[src/rtl/byte_pretoken_splitter_unit_defines.svh]
// Assertion helpers shared by the splitter modules.
`ifndef BYTE_PRETOKEN_SPLITTER_UNIT_DEFINES_SVH
`define BYTE_PRETOKEN_SPLITTER_UNIT_DEFINES_SVH

// Check a condition on every clock edge out of reset.
`define BPS_ASSERT_ALWAYS(lbl, clk, rst_n, cond, msg) \
	lbl: assert property (@(posedge clk) disable iff (!rst_n) (cond)) \
		else $error(msg);

// Check a consequence in the same cycle as its cause.
`define BPS_ASSERT_IMPLIES(lbl, clk, rst_n, ante, cons, msg) \
	lbl: assert property (@(posedge clk) disable iff (!rst_n) (ante) |-> (cons)) \
		else $error(msg);

// Check a consequence in the cycle after its cause.
`define BPS_ASSERT_NEXT(lbl, clk, rst_n, ante, cons, msg) \
	lbl: assert property (@(posedge clk) disable iff (!rst_n) (ante) |=> (cons)) \
		else $error(msg);

`endif

[src/rtl/bps_pkg.sv]
package bps_pkg;

	// Chunk classes as they appear on the chunk_class port
	typedef enum logic [2:0] {
		CLS_CONTRACT = 3'd0,
		CLS_LETTER   = 3'd1,
		CLS_DIGIT    = 3'd2,
		CLS_PUNCT    = 3'd3,
		CLS_SPACE    = 3'd4
	} chunk_class_t;

	// Characters the split rules look at
	localparam logic [7:0] CH_QUOTE = 8'h27;
	localparam logic [7:0] CH_SPACE = 8'h20;
	localparam logic [7:0] CH_TAB   = 8'h09;
	localparam logic [7:0] CH_LF    = 8'h0A;
	localparam logic [7:0] CH_VT    = 8'h0B;
	localparam logic [7:0] CH_FF    = 8'h0C;
	localparam logic [7:0] CH_CR    = 8'h0D;
	localparam logic [7:0] CH_S     = 8'h73;
	localparam logic [7:0] CH_T     = 8'h74;
	localparam logic [7:0] CH_M     = 8'h6D;
	localparam logic [7:0] CH_D     = 8'h64;
	localparam logic [7:0] CH_R     = 8'h72;
	localparam logic [7:0] CH_V     = 8'h76;
	localparam logic [7:0] CH_L     = 8'h6C;
	localparam logic [7:0] CH_E     = 8'h65;
	localparam logic [7:0] HIGH_LETTER = 8'h80;

	// Split state carried from one byte to the next
	typedef struct packed {
		logic         ab;   // next byte opens a chunk
		chunk_class_t cc;   // class of the open chunk
		logic         rlo;  // whitespace run already put out a byte
	} split_state_t;

	localparam split_state_t SPLIT_RESET = '{ab: 1'b1, cc: CLS_CONTRACT, rlo: 1'b0};

	// Outcome of deciding the chunk at one window position
	typedef struct packed {
		logic [1:0]   consumed;  // bytes settled, zero when waiting for more text
		logic         start;     // first settled byte opens a chunk
		chunk_class_t cls;
		split_state_t st;
	} decide_t;

	// One result word held in the queue
	typedef struct packed {
		logic [7:0]   data;
		logic         start;
		chunk_class_t cls;
		logic         last;
	} q_entry_t;

	// Up to three words pushed in one cycle
	typedef struct packed {
		logic [1:0]         n;
		q_entry_t [2:0]     ent;
	} q_push_t;

endpackage

[src/rtl/bps_front.sv]
`include "byte_pretoken_splitter_unit_defines.svh"

module bps_front import bps_pkg::*; (
	input  logic       clk,
	input  logic       arst_n,
	input  logic       text_valid,
	output logic       text_stall,
	input  logic [7:0] text_byte,
	input  logic       end_of_text,
	input  logic       room,
	output q_push_t    push
);

	// Sort a byte into its character class
	function automatic chunk_class_t classify(logic [7:0] b);
		chunk_class_t c;
		if (b inside {[8'h41:8'h5A], [8'h61:8'h7A]} || b >= HIGH_LETTER) begin
			c = CLS_LETTER;
		end else if (b inside {[8'h30:8'h39]}) begin
			c = CLS_DIGIT;
		end else if (b inside {CH_SPACE, CH_TAB, CH_LF, CH_CR, CH_VT, CH_FF}) begin
			c = CLS_SPACE;
		end else begin
			c = CLS_PUNCT;
		end
		return c;
	endfunction

	// Settle the chunk at one position: b0 is the byte, b1 and b2 follow it
	function automatic decide_t decide(split_state_t st, logic [7:0] b0, logic [7:0] b1,
			logic [7:0] b2, logic [1:0] rem, logic fin);
		decide_t      d;
		chunk_class_t cb;
		chunk_class_t cn;
		logic         done;
		logic         go_on;
		logic         hit;
		cb = classify(b0);
		cn = classify(b1);
		d.consumed = 2'd0;
		d.start = 1'b0;
		d.cls = st.cc;
		d.st = st;
		done = 1'b0;
		go_on = 1'b1;
		hit = (b1 == CH_L) ? (b2 == CH_L) : (b2 == CH_E);

		// continue an open chunk
		if (!st.ab) begin
			if ((st.cc == CLS_LETTER || st.cc == CLS_DIGIT || st.cc == CLS_PUNCT) &&
					cb == st.cc) begin
				d.consumed = 2'd1;
				done = 1'b1;
			end else if (st.cc == CLS_SPACE && cb == CLS_SPACE) begin
				if (rem >= 2'd2) begin
					if (cn == CLS_SPACE) begin
						d.consumed = 2'd1;
						d.cls = CLS_SPACE;
						d.st.rlo = 1'b1;
						done = 1'b1;
					end else if (st.rlo) begin
						// give up the last run byte to the next chunk
						d.st.ab = 1'b1;
						d.st.rlo = 1'b0;
					end else begin
						d.consumed = 2'd1;
						d.cls = CLS_SPACE;
						d.st.ab = 1'b1;
						done = 1'b1;
					end
				end else begin
					done = 1'b1;
					if (fin) begin
						d.consumed = 2'd1;
						d.cls = CLS_SPACE;
					end
				end
			end else begin
				d.st.ab = 1'b1;
				d.st.rlo = 1'b0;
			end
		end

		// open a new chunk
		if (!done) begin
			if (b0 == CH_QUOTE) begin
				if (rem >= 2'd2) begin
					if (b1 inside {CH_S, CH_T, CH_M, CH_D}) begin
						d.consumed = 2'd2;
						d.start = 1'b1;
						d.cls = CLS_CONTRACT;
						go_on = 1'b0;
					end else if (b1 inside {CH_R, CH_V, CH_L}) begin
						if (rem == 2'd3) begin
							if (hit) begin
								d.consumed = 2'd3;
								d.start = 1'b1;
								d.cls = CLS_CONTRACT;
								go_on = 1'b0;
							end
						end else if (!fin) begin
							go_on = 1'b0;
						end
					end
				end else if (!fin) begin
					go_on = 1'b0;
				end
			end
			if (go_on) begin
				if (cb != CLS_SPACE) begin
					d.consumed = 2'd1;
					d.start = 1'b1;
					d.cls = cb;
					d.st.cc = cb;
					d.st.ab = 1'b0;
				end else if (rem >= 2'd2) begin
					d.consumed = 2'd1;
					d.start = 1'b1;
					if (b0 == CH_SPACE && cn != CLS_SPACE) begin
						// leading space joins the chunk after it
						d.cls = cn;
						d.st.cc = cn;
						d.st.ab = 1'b0;
					end else if (cn == CLS_SPACE) begin
						d.cls = CLS_SPACE;
						d.st.cc = CLS_SPACE;
						d.st.ab = 1'b0;
						d.st.rlo = 1'b1;
					end else begin
						d.cls = CLS_SPACE;
						d.st.cc = CLS_SPACE;
					end
				end else if (fin) begin
					d.consumed = 2'd1;
					d.start = 1'b1;
					d.cls = CLS_SPACE;
					d.st.cc = CLS_SPACE;
				end
			end
		end
		return d;
	endfunction

	logic         accept;
	logic [7:0]   la_q [2];
	logic [1:0]   held_q;
	split_state_t st_q;

	logic [7:0]   bw [3];
	logic [7:0]   w0;
	logic [7:0]   w1;
	logic [7:0]   w2;
	logic [1:0]   n_w;
	logic [1:0]   pos_w;
	logic [1:0]   left_w;
	logic [1:0]   held_n;
	logic         halted;
	split_state_t st_w;
	decide_t      dec;
	logic [2:0]   start_w;
	chunk_class_t cls_w [3];
	logic [7:0]   la_n [2];

	// Take a byte whenever the queue has room for a full step
	assign text_stall = !room;
	assign accept = text_valid && !text_stall;

	// Line up held bytes and the new byte, then settle up to three chunk positions
	always_comb begin
		bw[0] = la_q[0];
		bw[1] = la_q[1];
		bw[2] = text_byte;
		case (held_q)
			2'd0: bw[0] = text_byte;
			2'd1: bw[1] = text_byte;
			default: ;
		endcase
		n_w = held_q + 2'd1;
		pos_w = 2'd0;
		halted = 1'b0;
		st_w = st_q;
		start_w = 3'b000;
		cls_w = '{default: CLS_CONTRACT};
		dec = '0;
		w0 = bw[0];
		w1 = bw[1];
		w2 = bw[2];
		for (int it = 0; it < 3; it++) begin
			case (pos_w)
				2'd0: begin
					w0 = bw[0];
					w1 = bw[1];
					w2 = bw[2];
				end
				2'd1: begin
					w0 = bw[1];
					w1 = bw[2];
					w2 = bw[2];
				end
				default: begin
					w0 = bw[2];
					w1 = bw[2];
					w2 = bw[2];
				end
			endcase
			if (!halted && pos_w < n_w) begin
				dec = decide(st_w, w0, w1, w2, n_w - pos_w, end_of_text);
				st_w = dec.st;
				for (int j = 0; j < 3; j++) begin
					if (2'(j) < dec.consumed) begin
						start_w[pos_w + 2'(j)] = dec.start && (j == 0);
						cls_w[pos_w + 2'(j)] = dec.cls;
					end
				end
				pos_w = pos_w + dec.consumed;
				if (dec.consumed == 2'd0) begin
					halted = 1'b1;
				end
			end
		end
	end

	// Keep the undecided tail as lookahead
	always_comb begin
		left_w = n_w - pos_w;
		held_n = (left_w > 2'd2) ? 2'd2 : left_w;
		case (pos_w)
			2'd0: begin
				la_n[0] = bw[0];
				la_n[1] = bw[1];
			end
			2'd1: begin
				la_n[0] = bw[1];
				la_n[1] = bw[2];
			end
			default: begin
				la_n[0] = bw[2];
				la_n[1] = bw[2];
			end
		endcase
	end

	// Push settled words, marking the last word of the text
	always_comb begin
		push.n = accept ? pos_w : 2'd0;
		for (int k = 0; k < 3; k++) begin
			push.ent[k].data = bw[k];
			push.ent[k].start = start_w[k];
			push.ent[k].cls = cls_w[k];
			push.ent[k].last = end_of_text && (2'(k) == pos_w - 2'd1);
		end
	end

	// Advance split state; drop back to reset state after the final byte
	always_ff @(posedge clk or negedge arst_n) begin
		if (!arst_n) begin
			held_q <= 2'd0;
			st_q <= SPLIT_RESET;
		end else if (accept) begin
			if (end_of_text) begin
				held_q <= 2'd0;
				st_q <= SPLIT_RESET;
			end else begin
				held_q <= held_n;
				st_q <= st_w;
			end
		end
	end

	// Hold lookahead bytes
	always_ff @(posedge clk) begin
		if (accept && !end_of_text) begin
			la_q[0] <= la_n[0];
			la_q[1] <= la_n[1];
		end
	end

	`BPS_ASSERT_ALWAYS(a_held_limit, clk, arst_n, held_q <= 2'd2, "lookahead holds more than two bytes")
	`BPS_ASSERT_IMPLIES(a_bnd_no_run, clk, arst_n, st_q.ab, !st_q.rlo, "run flag set at a chunk boundary")
	`BPS_ASSERT_NEXT(a_fin_clears, clk, arst_n, accept && end_of_text, held_q == 2'd0 && st_q.ab, "state not cleared after final byte")

endmodule

[src/rtl/bps_queue.sv]
`include "byte_pretoken_splitter_unit_defines.svh"

module bps_queue import bps_pkg::*; #(
	parameter int DEPTH = 8
) (
	input  logic       clk,
	input  logic       arst_n,
	input  q_push_t    push,
	output logic       room,
	output logic       result_valid,
	input  logic       result_stall,
	output logic [7:0] out_byte,
	output logic       chunk_start,
	output logic [2:0] chunk_class,
	output logic       final_byte
);

	localparam int AW = $clog2(DEPTH);
	localparam int CW = AW + 1;

	q_entry_t        mem_q [DEPTH];
	logic [AW-1:0]   wr_q;
	logic [AW-1:0]   rd_q;
	logic [CW-1:0]   count_q;
	logic            pop;
	q_entry_t        head;

	// Room for a full three-word step
	assign room = count_q <= CW'(DEPTH - 3);

	assign result_valid = count_q != '0;
	assign pop = result_valid && !result_stall;

	// Present the head word
	assign head = mem_q[rd_q];
	assign out_byte = head.data;
	assign chunk_start = head.start;
	assign chunk_class = head.cls;
	assign final_byte = head.last;

	// Write pushed words at consecutive slots
	always_ff @(posedge clk) begin
		for (int k = 0; k < 3; k++) begin
			if (2'(k) < push.n) begin
				mem_q[wr_q + AW'(k)] <= push.ent[k];
			end
		end
	end

	// Advance pointers and fill count
	always_ff @(posedge clk or negedge arst_n) begin
		if (!arst_n) begin
			wr_q <= '0;
			rd_q <= '0;
			count_q <= '0;
		end else begin
			wr_q <= wr_q + AW'(push.n);
			rd_q <= rd_q + AW'(pop);
			count_q <= count_q + CW'(push.n) - CW'(pop);
		end
	end

	`BPS_ASSERT_ALWAYS(a_count_limit, clk, arst_n, count_q <= CW'(DEPTH), "queue count above depth")
	`BPS_ASSERT_IMPLIES(a_no_overflow, clk, arst_n, push.n != 2'd0, (count_q + CW'(push.n)) <= CW'(DEPTH), "push overruns queue")
	`BPS_ASSERT_NEXT(a_count_track, clk, arst_n, 1'b1, count_q == $past(count_q) + CW'($past(push.n)) - CW'($past(pop)), "queue count out of step")

endmodule

[src/rtl/byte_pretoken_splitter_unit.sv]
// Byte pre-tokenizer splitter.
// Text channel: text_valid / text_stall carry one text byte per word, with
// end_of_text high on the last byte of a text. Result channel: result_valid /
// result_stall carry every byte again, in order, with chunk_start, chunk_class
// and final_byte (high on the last byte of the text).
// The front settles chunk boundaries with up to two bytes of lookahead and
// pushes zero to three words per accepted byte into a QUEUE_DEPTH-word queue;
// the back presents the queue head on the result ports.
// Throughput: one byte per cycle in both directions while neither side stalls,
// set by the single front step per cycle and one queue read per cycle.
// Latency: a byte whose chunk is decided on arrival appears on the result
// port the cycle after it is accepted when no older word waits in the queue;
// a byte held as lookahead waits for up to two more text bytes (a contraction
// prefix or a whitespace run), or for end_of_text.
// Stall: text_stall rises when the queue lacks room for three words; a stalled
// result holds its word, and the front keeps accepting until fewer than three
// queue slots are free.
// Reset: the queue empties and the split state returns to chunk start with no
// held bytes; the same state follows every final byte.
module byte_pretoken_splitter_unit import bps_pkg::*; #(
	parameter int QUEUE_DEPTH = 8
) (
	input  logic       clk,
	input  logic       arst_n,
	input  logic       text_valid,
	output logic       text_stall,
	input  logic [7:0] text_byte,
	input  logic       end_of_text,
	output logic       result_valid,
	input  logic       result_stall,
	output logic [7:0] out_byte,
	output logic       chunk_start,
	output logic [2:0] chunk_class,
	output logic       final_byte
);

	q_push_t push;
	logic    room;

	// Accept and classify bytes
	bps_front u_front (
		.clk         (clk),
		.arst_n      (arst_n),
		.text_valid  (text_valid),
		.text_stall  (text_stall),
		.text_byte   (text_byte),
		.end_of_text (end_of_text),
		.room        (room),
		.push        (push)
	);

	// Queue words and deliver them
	bps_queue #(
		.DEPTH (QUEUE_DEPTH)
	) u_queue (
		.clk          (clk),
		.arst_n       (arst_n),
		.push         (push),
		.room         (room),
		.result_valid (result_valid),
		.result_stall (result_stall),
		.out_byte     (out_byte),
		.chunk_start  (chunk_start),
		.chunk_class  (chunk_class),
		.final_byte   (final_byte)
	);

endmodule
[config.mk]
export PLATFORM = sky130hd
export DESIGN_NAME = byte_pretoken_splitter_unit
export DESIGN_NICKNAME = d
export VERILOG_FILES = /design/src/rtl/bps_pkg.sv /design/src/rtl/bps_front.sv /design/src/rtl/bps_queue.sv /design/src/rtl/byte_pretoken_splitter_unit.sv
export VERILOG_INCLUDE_DIRS = /design/src /design/src/rtl
export SDC_FILE = /design/constraint.sdc
export NUM_CORES = 1
export LEC_CHECK = 0
export ABC_AREA = 0
export BUFFER_PORTS_ARGS = -buffer_cell sky130_fd_sc_hd__buf_2
export CORE_MARGIN = 3
export CORE_UTILIZATION = 25
export CTS_CLUSTER_SIZE = 16
export DETAILED_ROUTE_END_ITERATION = 8
export GPL_ROUTABILITY_DRIVEN = 0
export GPL_TIMING_DRIVEN = 0
export PLACE_DENSITY = 0.38
export SLEW_MARGIN = 20
export SYNTH_ARGS = -nofsm -noshare
export SYNTH_HDL_FRONTEND = slang
export SYNTH_SLANG_ARGS = --single-unit
[constraint.sdc]
create_clock -name clk -period 9.7 [get_ports clk]
set_input_delay 1.455 -clock clk [delete_from_list [all_inputs] [get_ports clk]]
set_output_delay 1.455 -clock clk [all_outputs]
set_load 0.01 [all_outputs]
==> results of run 1 <==
==> stage by stage <==
step	worst slack (ns)	TNS [ns]	instances	cell area [µm²]	hold WS (ns)
finish	-0.242	-21.91	2190	17600	0.495
global route	-0.524	-80.57	2190	17600	0.520
global placement	-3.48	-768.32	2011	13900	0.479
CTS	-0.192	-18.67	2098	15600	0.502
floorplan	-0.489	-67.56	1330	13000	0.464
detailed placement	-3.32	-733.18	2011	13900	0.489
==> cell families after synthesis <==
group	synth area share
AO/OA/AOI/OAI	0.185
AND/OR/NAND/NOR	0.183
multiplexers	0.217
adder cells (fa/ha/maj)	0.0295
XOR/XNOR	0.00565
buffers and inverters	0.0546
flip-flops	0.325
==> critical path: cells and delay by family <==
family | cells | cell delay, ns
muxes | 2 | 0.50
AOI/OAI and AO/OA | 16 | 3.48
and+or+nand+nor | 12 | 2.56
buffers and inverters | 10 | 1.26
adders and majority gates | 3 | 0.86
==> layout make-up <==
| class | instances | area [µm²] |
|---|---|---|
| inverters | 37 | 169 |
| clock inverters | 12 | 155 |
| plain buffers | 106 | 906 |
| flip-flops and latches | 137 | 4030 |
| fillers | 4841 | 30800 |
| well taps | 656 | 821 |
| clock buffers | 20 | 437 |
| repair buffers | 170 | 1590 |
| multi-input cells | 1052 | 9460 |
==> final timing paths <==
kind / from / to / depth (start not counted)
max: text_byte[3] / u_queue.mem_q[1][10] / 43
min: u_queue.rd_q[1] / u_queue.rd_q[1] / 1
max reg2reg: u_front.held_q[1] / u_queue.mem_q[1][10] / 46
min reg2reg: u_queue.rd_q[1] / u_queue.rd_q[1] / 1
max in group asynchronous: arst_n / u_front.held_q[0] / 1
min in group asynchronous: arst_n / u_front.held_q[1] / 1
==> synthesized netlist by cell type, types with 10 or more instances <==
cell / number
mux2i_1: 126
dfrtp_1: 16
mux2_2: 63
or3_1: 13
a21o_1: 15
ha_1: 22
buf_4: 11
nand3_1: 31
o211ai_1: 12
nor2b_1: 12
a211oi_1: 10
buf_2: 13
inv_1: 34
o22ai_1: 11
nand4_1: 11
a31oi_1: 20
clkbuf_1: 67
nor3_1: 27
nor2_1: 108
edfxtp_1: 120
o21ai_0: 68
nand2b_1: 12
and2_1: 14
o21ai_1: 20
mux4_2: 26
nor4_1: 10
a21oi_1: 100
nand2_1: 135
and3_1: 11
==> state kept, by name, summed over array words and instances, names as in the netlist <==
name and cells:
u_queue.rd_q 3, u_front.la_q 16, u_queue.mem_q 104, u_queue.wr_q 3, u_front.st_q 5, u_queue.count_q 4, u_front.held_q 2
==> what timing repair did <==
item	in CTS	in global routing
gates resized for setup	154	292
buffers inserted	52	80
pin swaps	51	90
endpoints found under the setup margin	238	233
endpoints found under the hold margin	0	0
cloned	3	16
==> metal layers <==
metal,part of all wire,wire length [µm]
met5,0,0
met3,0.040,2220
met4,0.035,1900
met2,0.50,27200
met1,0.43,23600
==> metrics.md, run 1 <==
| Metric | Value |
|---|---|
| Hold Crit Class | reg -> reg |
| Antenna Cells | 0 |
| CP required | 9.90 ns |
| GR Util met2 | 0.336 |
| First-pass GRT wire length | 77.8 mm |
| Register area share after synthesis | 0.325 |
| Synth top area share | 0.291 |
| Die H | 229 µm |
| Layout Nets | 1560 |
| Final core occ | 0.363 |
| Routed wire length | 54.9 mm |
| CORE AREA | 0.0483 mm² |
| Final setup fails | 197 |
| Vias per cell | 5.44 |
| Status | finished with violations |
| Post-Syn Nets | 1369 |
| FP Rows | 80 |
| Hold-fix buffers at CTS | 0 |
| Starting density of the core | 0.257 |
| Post-synthesis cell type count | 100 |
| Crit path max fanout | 10 |
| Commonest non-fill, non-tap cell in the layout | edfxtp_1 |
| Post-synth EDFFs | 120 |
| DP Wirelength | 39.7 mm |
| Met3 Track Usage GR | 0.0270 |
| Final setup margin | -0.242 ns |
| RSZ-0062 raised after global routing | yes |
| I/O Pins | 28 |
| Fin crit share | 1.02 |
| Die extent in x | 229 µm |
| GRT overflow | 0 |
| Hold Fails Final Rpt | 0 |
| Clock Tree Buf Depth | 2 |
| Main synth FF type | edfxtp_1 |
| Asr flop ratio synth | 0.124 |
| Clock Sinks | 137 |
| Slew HR | 0.230 |
| Final Skew | 0.0155 ns |
| Die area | 0.0523 mm² |
| CTS Buf Count | 17 |
| DR DRC count | 0 |
| CTS tree | yes |
| GRT Total Usage | 0.198 |
| Largest stage delay on the critical path | 0.53 ns |
| WL/cell | 25.1 µm |
| H-tree levels | 4 |
| Arrival @ worst endpoint | 10.14 ns |
| M1 GR Usage | 0.263 |
| Initial antenna violation count | 0 |
| Worst Max-Slew Pin Slew | 1.16 ns |
| Initial DRC Count | 852 |
| DR vias | 11900 |
| Reg2reg setup slack | -0.12 ns |
| Drt first pass iters | 5 |
| Final Critical Period | 9.94 ns |
| Synth warnings | 0 |
| Clk pin slew, worst setup/hold paths | 0.06 ns |
| Synth top area cells | edfxtp_1, mux2i_1, mux2_2 |
| Syn Area/Cell | 9.32 µm² |
| Netlist Area Pre-Place | 0.0124 mm² |
| F_max | 0.101 GHz |
| Seq cells post-synth | 137 |
| Critical Path Slowest Stage Cell | or4b_1 |
| Vias in the first global route | 11400 |
| Crit path kind | in -> reg |
| Post-Synthesis Cells | 1330 |
| ANT nets after route | 0 |
| Failing checks | setup timing |
| Startpoint types | input pin |
| IO buf count | 25 |
| Clock Latency Late Sink | 0.46 ns |
| Slew Limit Fails | 0 |
| CP dominant cell by count | buf_12 |
| Largest net degree at the start of global routing | 21 |
| Cell taking the most area after synthesis | edfxtp_1 |
| Layout cells sized above 1 | 0.407 |
| Max-cap violations | 0 |
| Area Overhead vs Synth | 41.7% |
| Worst Setup End Kind | flip-flop |
| Busiest grt layer | met2 |
| CTS root buf | clkbuf_16 |
| Highest-count cells in the layout ignoring fill and taps | edfxtp_1, nand2_1, buf_4 |
Power of run 1 is not shown: default switching activity piles up to over one toggle a cycle in this logic, so the estimate is an artifact.
==> run 2: changes to the inputs <==
Settings changed: SYNTH_HIERARCHICAL set to 1.
==> run 2 against run 1 <==
Flip-flop and latch count is the same; synthesized area is 8.6% higher; clock skew up 0.0087 ns; routed wire length grew 28%; sequential share of layout area fell by 2.0 points; worst hold slack improved by 0.0026 ns; via count grew 26%; the flow still finishes with violations (setup timing); cell count grew 14%; fmax decreased by 5.8%; non-clock buffer count up 53.
==> metrics.md, run 2 <==
| Metric | Value |
|---|---|
| Largest register FFs | 104 (unchanged) |
| WL/cell | 28.1 µm (+12%) |
| F_max | 0.0947 GHz (-5.8%) |
| FP Rows | 84 (+5.0%) |
| Commonest non-fill, non-tap cell in the layout | nand2_1 |
| Max-cap violations | 0 (unchanged) |
| Final setup margin | -0.857 ns (-0.615 ns) |
| Pre-CTS setup slack | -4.79 ns (-1.47 ns) |
| Die area | 0.0567 mm² (+8.4%) |
| Synth top area cells | edfxtp_1, a31oi_1, o21ai_0 |
| Fin crit share | 1.09 (+0.0634) |
| Crit path max fanout | 13 (+3) |
| I/O Pins | 28 (unchanged) |
| Main synth FF type | edfxtp_1 |
| WHS | 0.497 ns (+0.00262 ns) |
| Initial antenna violation count | 0 (unchanged) |
| Clock Sinks | 137 (unchanged) |
| Starting density of the core | 0.254 (-0.00218) |
| Biggest regs | u_queue/mem_q: 104 flops, u_front/la_q: 16 flops, u_front/st_q: 5 flops |
| ANT nets after route | 0 (unchanged) |
| Hold Fails Final Rpt | 0 (unchanged) |
| Die H | 238 µm (+4.1%) |
| Worst Max-Slew Pin Slew | 1.29 ns (+0.136 ns) |
| Biggest register | u_queue/mem_q |
| Setup TNS | -159.85 ns (-137.94 ns) |
| Routed wire length | 70.4 mm (+28%) |
| Post-synth EDFFs | 120 (unchanged) |
| CTS tree | yes |
| Asr flop ratio synth | 0.124 (unchanged) |
| Post-synth top cells | nand2_1, o21ai_0, nor3_1, edfxtp_1, a31oi_1 |
| Netlist Area Pre-Place | 0.0135 mm² (+8.6%) |
| Initial DRC Count | 1342 (+58%) |
| Die extent in x | 238 µm (+4.1%) |
| Synth warnings | 6 (+6) |
| Post-Syn Nets | 1652 (+21%) |
| Layout cells sized above 1 | 0.374 (-0.0331) |
| GRT overflow | 0 (unchanged) |
| Vias in the first global route | 15000 (+32%) |
| DR DRC count | 0 (unchanged) |
| Hold Crit Class | reg -> reg |
| CTS root buf | clkbuf_16 |
| Post-Synthesis Cells | 1615 (+21%) |
| Largest stage delay on the critical path | 0.56 ns (+0.03 ns) |
| Clock Tree Buf Depth | 2 (unchanged) |
| Final Critical Period | 10.56 ns (+0.615 ns) |
| Layout Nets | 1838 (+18%) |
| Most frequent cell after synthesis | nand2_1 |
| CORE AREA | 0.0530 mm² (+9.6%) |
| Drt first pass iters | 5 (unchanged) |
| Register area share after synthesis | 0.299 (-0.0258) |
| Critical Path Slowest Stage Cell | or4_4 |
| Slew HR | 0.128 (-0.102) |
| RSZ-0062 raised after global routing | yes |
| IO buf count | 24 (-4.0%) |
| Worst Setup End Kind | flip-flop |
| Synth top area share | 0.267 (-0.0231) |
| H-tree levels | 4 (unchanged) |
| Highest-count cells in the layout ignoring fill and taps | nand2_1, buf_4, nor3_1 |
| Crit path kind | in -> reg |
| GRT Total Usage | 0.244 (+0.0456) |
| Clk pin slew, worst setup/hold paths | 0.06 ns (about the same) |
| Area Overhead vs Synth | 43.1% |
| Largest net degree at the start of global routing | 20 (-4.8%) |
| CTS Buf Count | 17 (unchanged) |
| Cell taking the most area after synthesis | edfxtp_1 |
| Seq cells post-synth | 137 (unchanged) |
| DP Wirelength | 52.2 mm (+31%) |
| Syn Area/Cell | 8.34 µm² (-11%) |
| Status | finished with violations |
| Post-synthesis cell type count | 109 (+9.0%) |
| Clock Latency Late Sink | 0.46 ns (about the same) |
| Failing checks | setup timing |
| Final setup fails | 229 (+16%) |
| Final Skew | 0.0242 ns (+0.00871 ns) |
| Arrival @ worst endpoint | 10.76 ns (+0.62 ns) |
| Antenna Cells | 0 (unchanged) |
| Startpoint types | input pin |
| Vias per cell | 5.99 (+10%) |
| Placed Area | 0.0151 mm² (+7.9%) |
| First-pass GRT wire length | 102 mm (+31%) |
| DR vias | 15000 (+26%) |
| Design area | 0.0193 mm² (+9.7%) |
| Slew Limit Fails | 0 (unchanged) |
| CP required | 9.90 ns (about the same) |
## run 2: cell types whose count changed after synthesis, moves of 12 or more
cell	previous run	this run
and4b_1	1	26
nor4bb_1	2	15
nor3_1	27	145
o21ai_0	68	146
mux2i_1	126	33
nand2_1	135	179
a21oi_1	100	49
mux2_2	63	27
buf_2	13	31
clkbuf_1	67	89
a31oi_1	20	119
and4_1	2	14
## run 2: logic make-up (layout without fill, tap and decap cells)
family	count (synthesis)	in the layout	synth area share
and+or+nand+nor	643	643	0.255
AOI/OAI and AO/OA	497	497	0.243
buffers and inverters	209	408	0.0705
DFF	137	137	0.299
muxes	96	96	0.101
adders and majority gates	25	25	0.0253
xor gates and xnor gates	8	8	0.00632
## run 2: final cells by class
type,instances,area [µm²]
multi-input combinational,1269,10600
timing repair buffer,172,1600
fill,5441,33700
sequential,137,4030
tap,688,861
buffer,157,1350
inverter,47,218
clock inverter,14,209
clock buffer,18,429
## run 2: critical path: cells and delay by family
kind	cells	cell delay, ns
AOI/OAI and AO/OA	17	3.29
and+or+nand+nor	11	2.38
buffers and inverters	12	1.87
muxes	4	0.93
adders and majority gates	3	0.80
## run 2: worst paths after layout
| path | endpoint | start | cells past startpoint | slack [ns] |
|---|---|---|---|---|
| max reg2reg | u_queue/mem_q[3][4] | u_front/held_q[1] | 52 | -0.76 |
| max | u_queue/mem_q[3][4] | text_byte[5] | 47 | -0.86 |
| min in group asynchronous | u_queue/rd_q[1] | arst_n | 1 | 0.96 |
| min reg2reg | u_queue/rd_q[1] | u_queue/rd_q[1] | 1 | 0.50 |
| max in group asynchronous | u_front/held_q[0] | arst_n | 1 | 8.39 |
| min | u_queue/rd_q[1] | u_queue/rd_q[1] | 1 | 0.50 |
## run 2: what timing repair did
action / CTS / global route
setup buffers: 126 / 18
pin swaps: 91 / 58
cloned: 7 / 0
resized for setup: 364 / 136
hold buffers: 0 / 0
hold endpoints to repair: 0 / 0
setup endpoints to repair: 238 / 233
## run 2: routing by layer
| metal | track usage | wire (µm) | vias up |
|---|---|---|---|
| li1 | - | - | 6616 |
| met5 | 0 | 0 | - |
| met4 | 0.123 | 4380 | 0 |
| met1 | 0.303 | 28400 | 7506 |
| met2 | 0.417 | 33600 | 688 |
| met3 | 0.0309 | 3920 | 185 |
## run 2: through the flow
| stage | instances | utilization |
|---|---|---|
| after floorplan | 1615 | - |
| after global routing | 2502 | 0.364 |
| after CTS | 2489 | 0.352 |
| after detailed placement | 2327 | 0.284 |
| final | 2502 | 0.364 |
| after global placement | 2327 | 0.284 |
Power of run 2 is left out for the same reason.
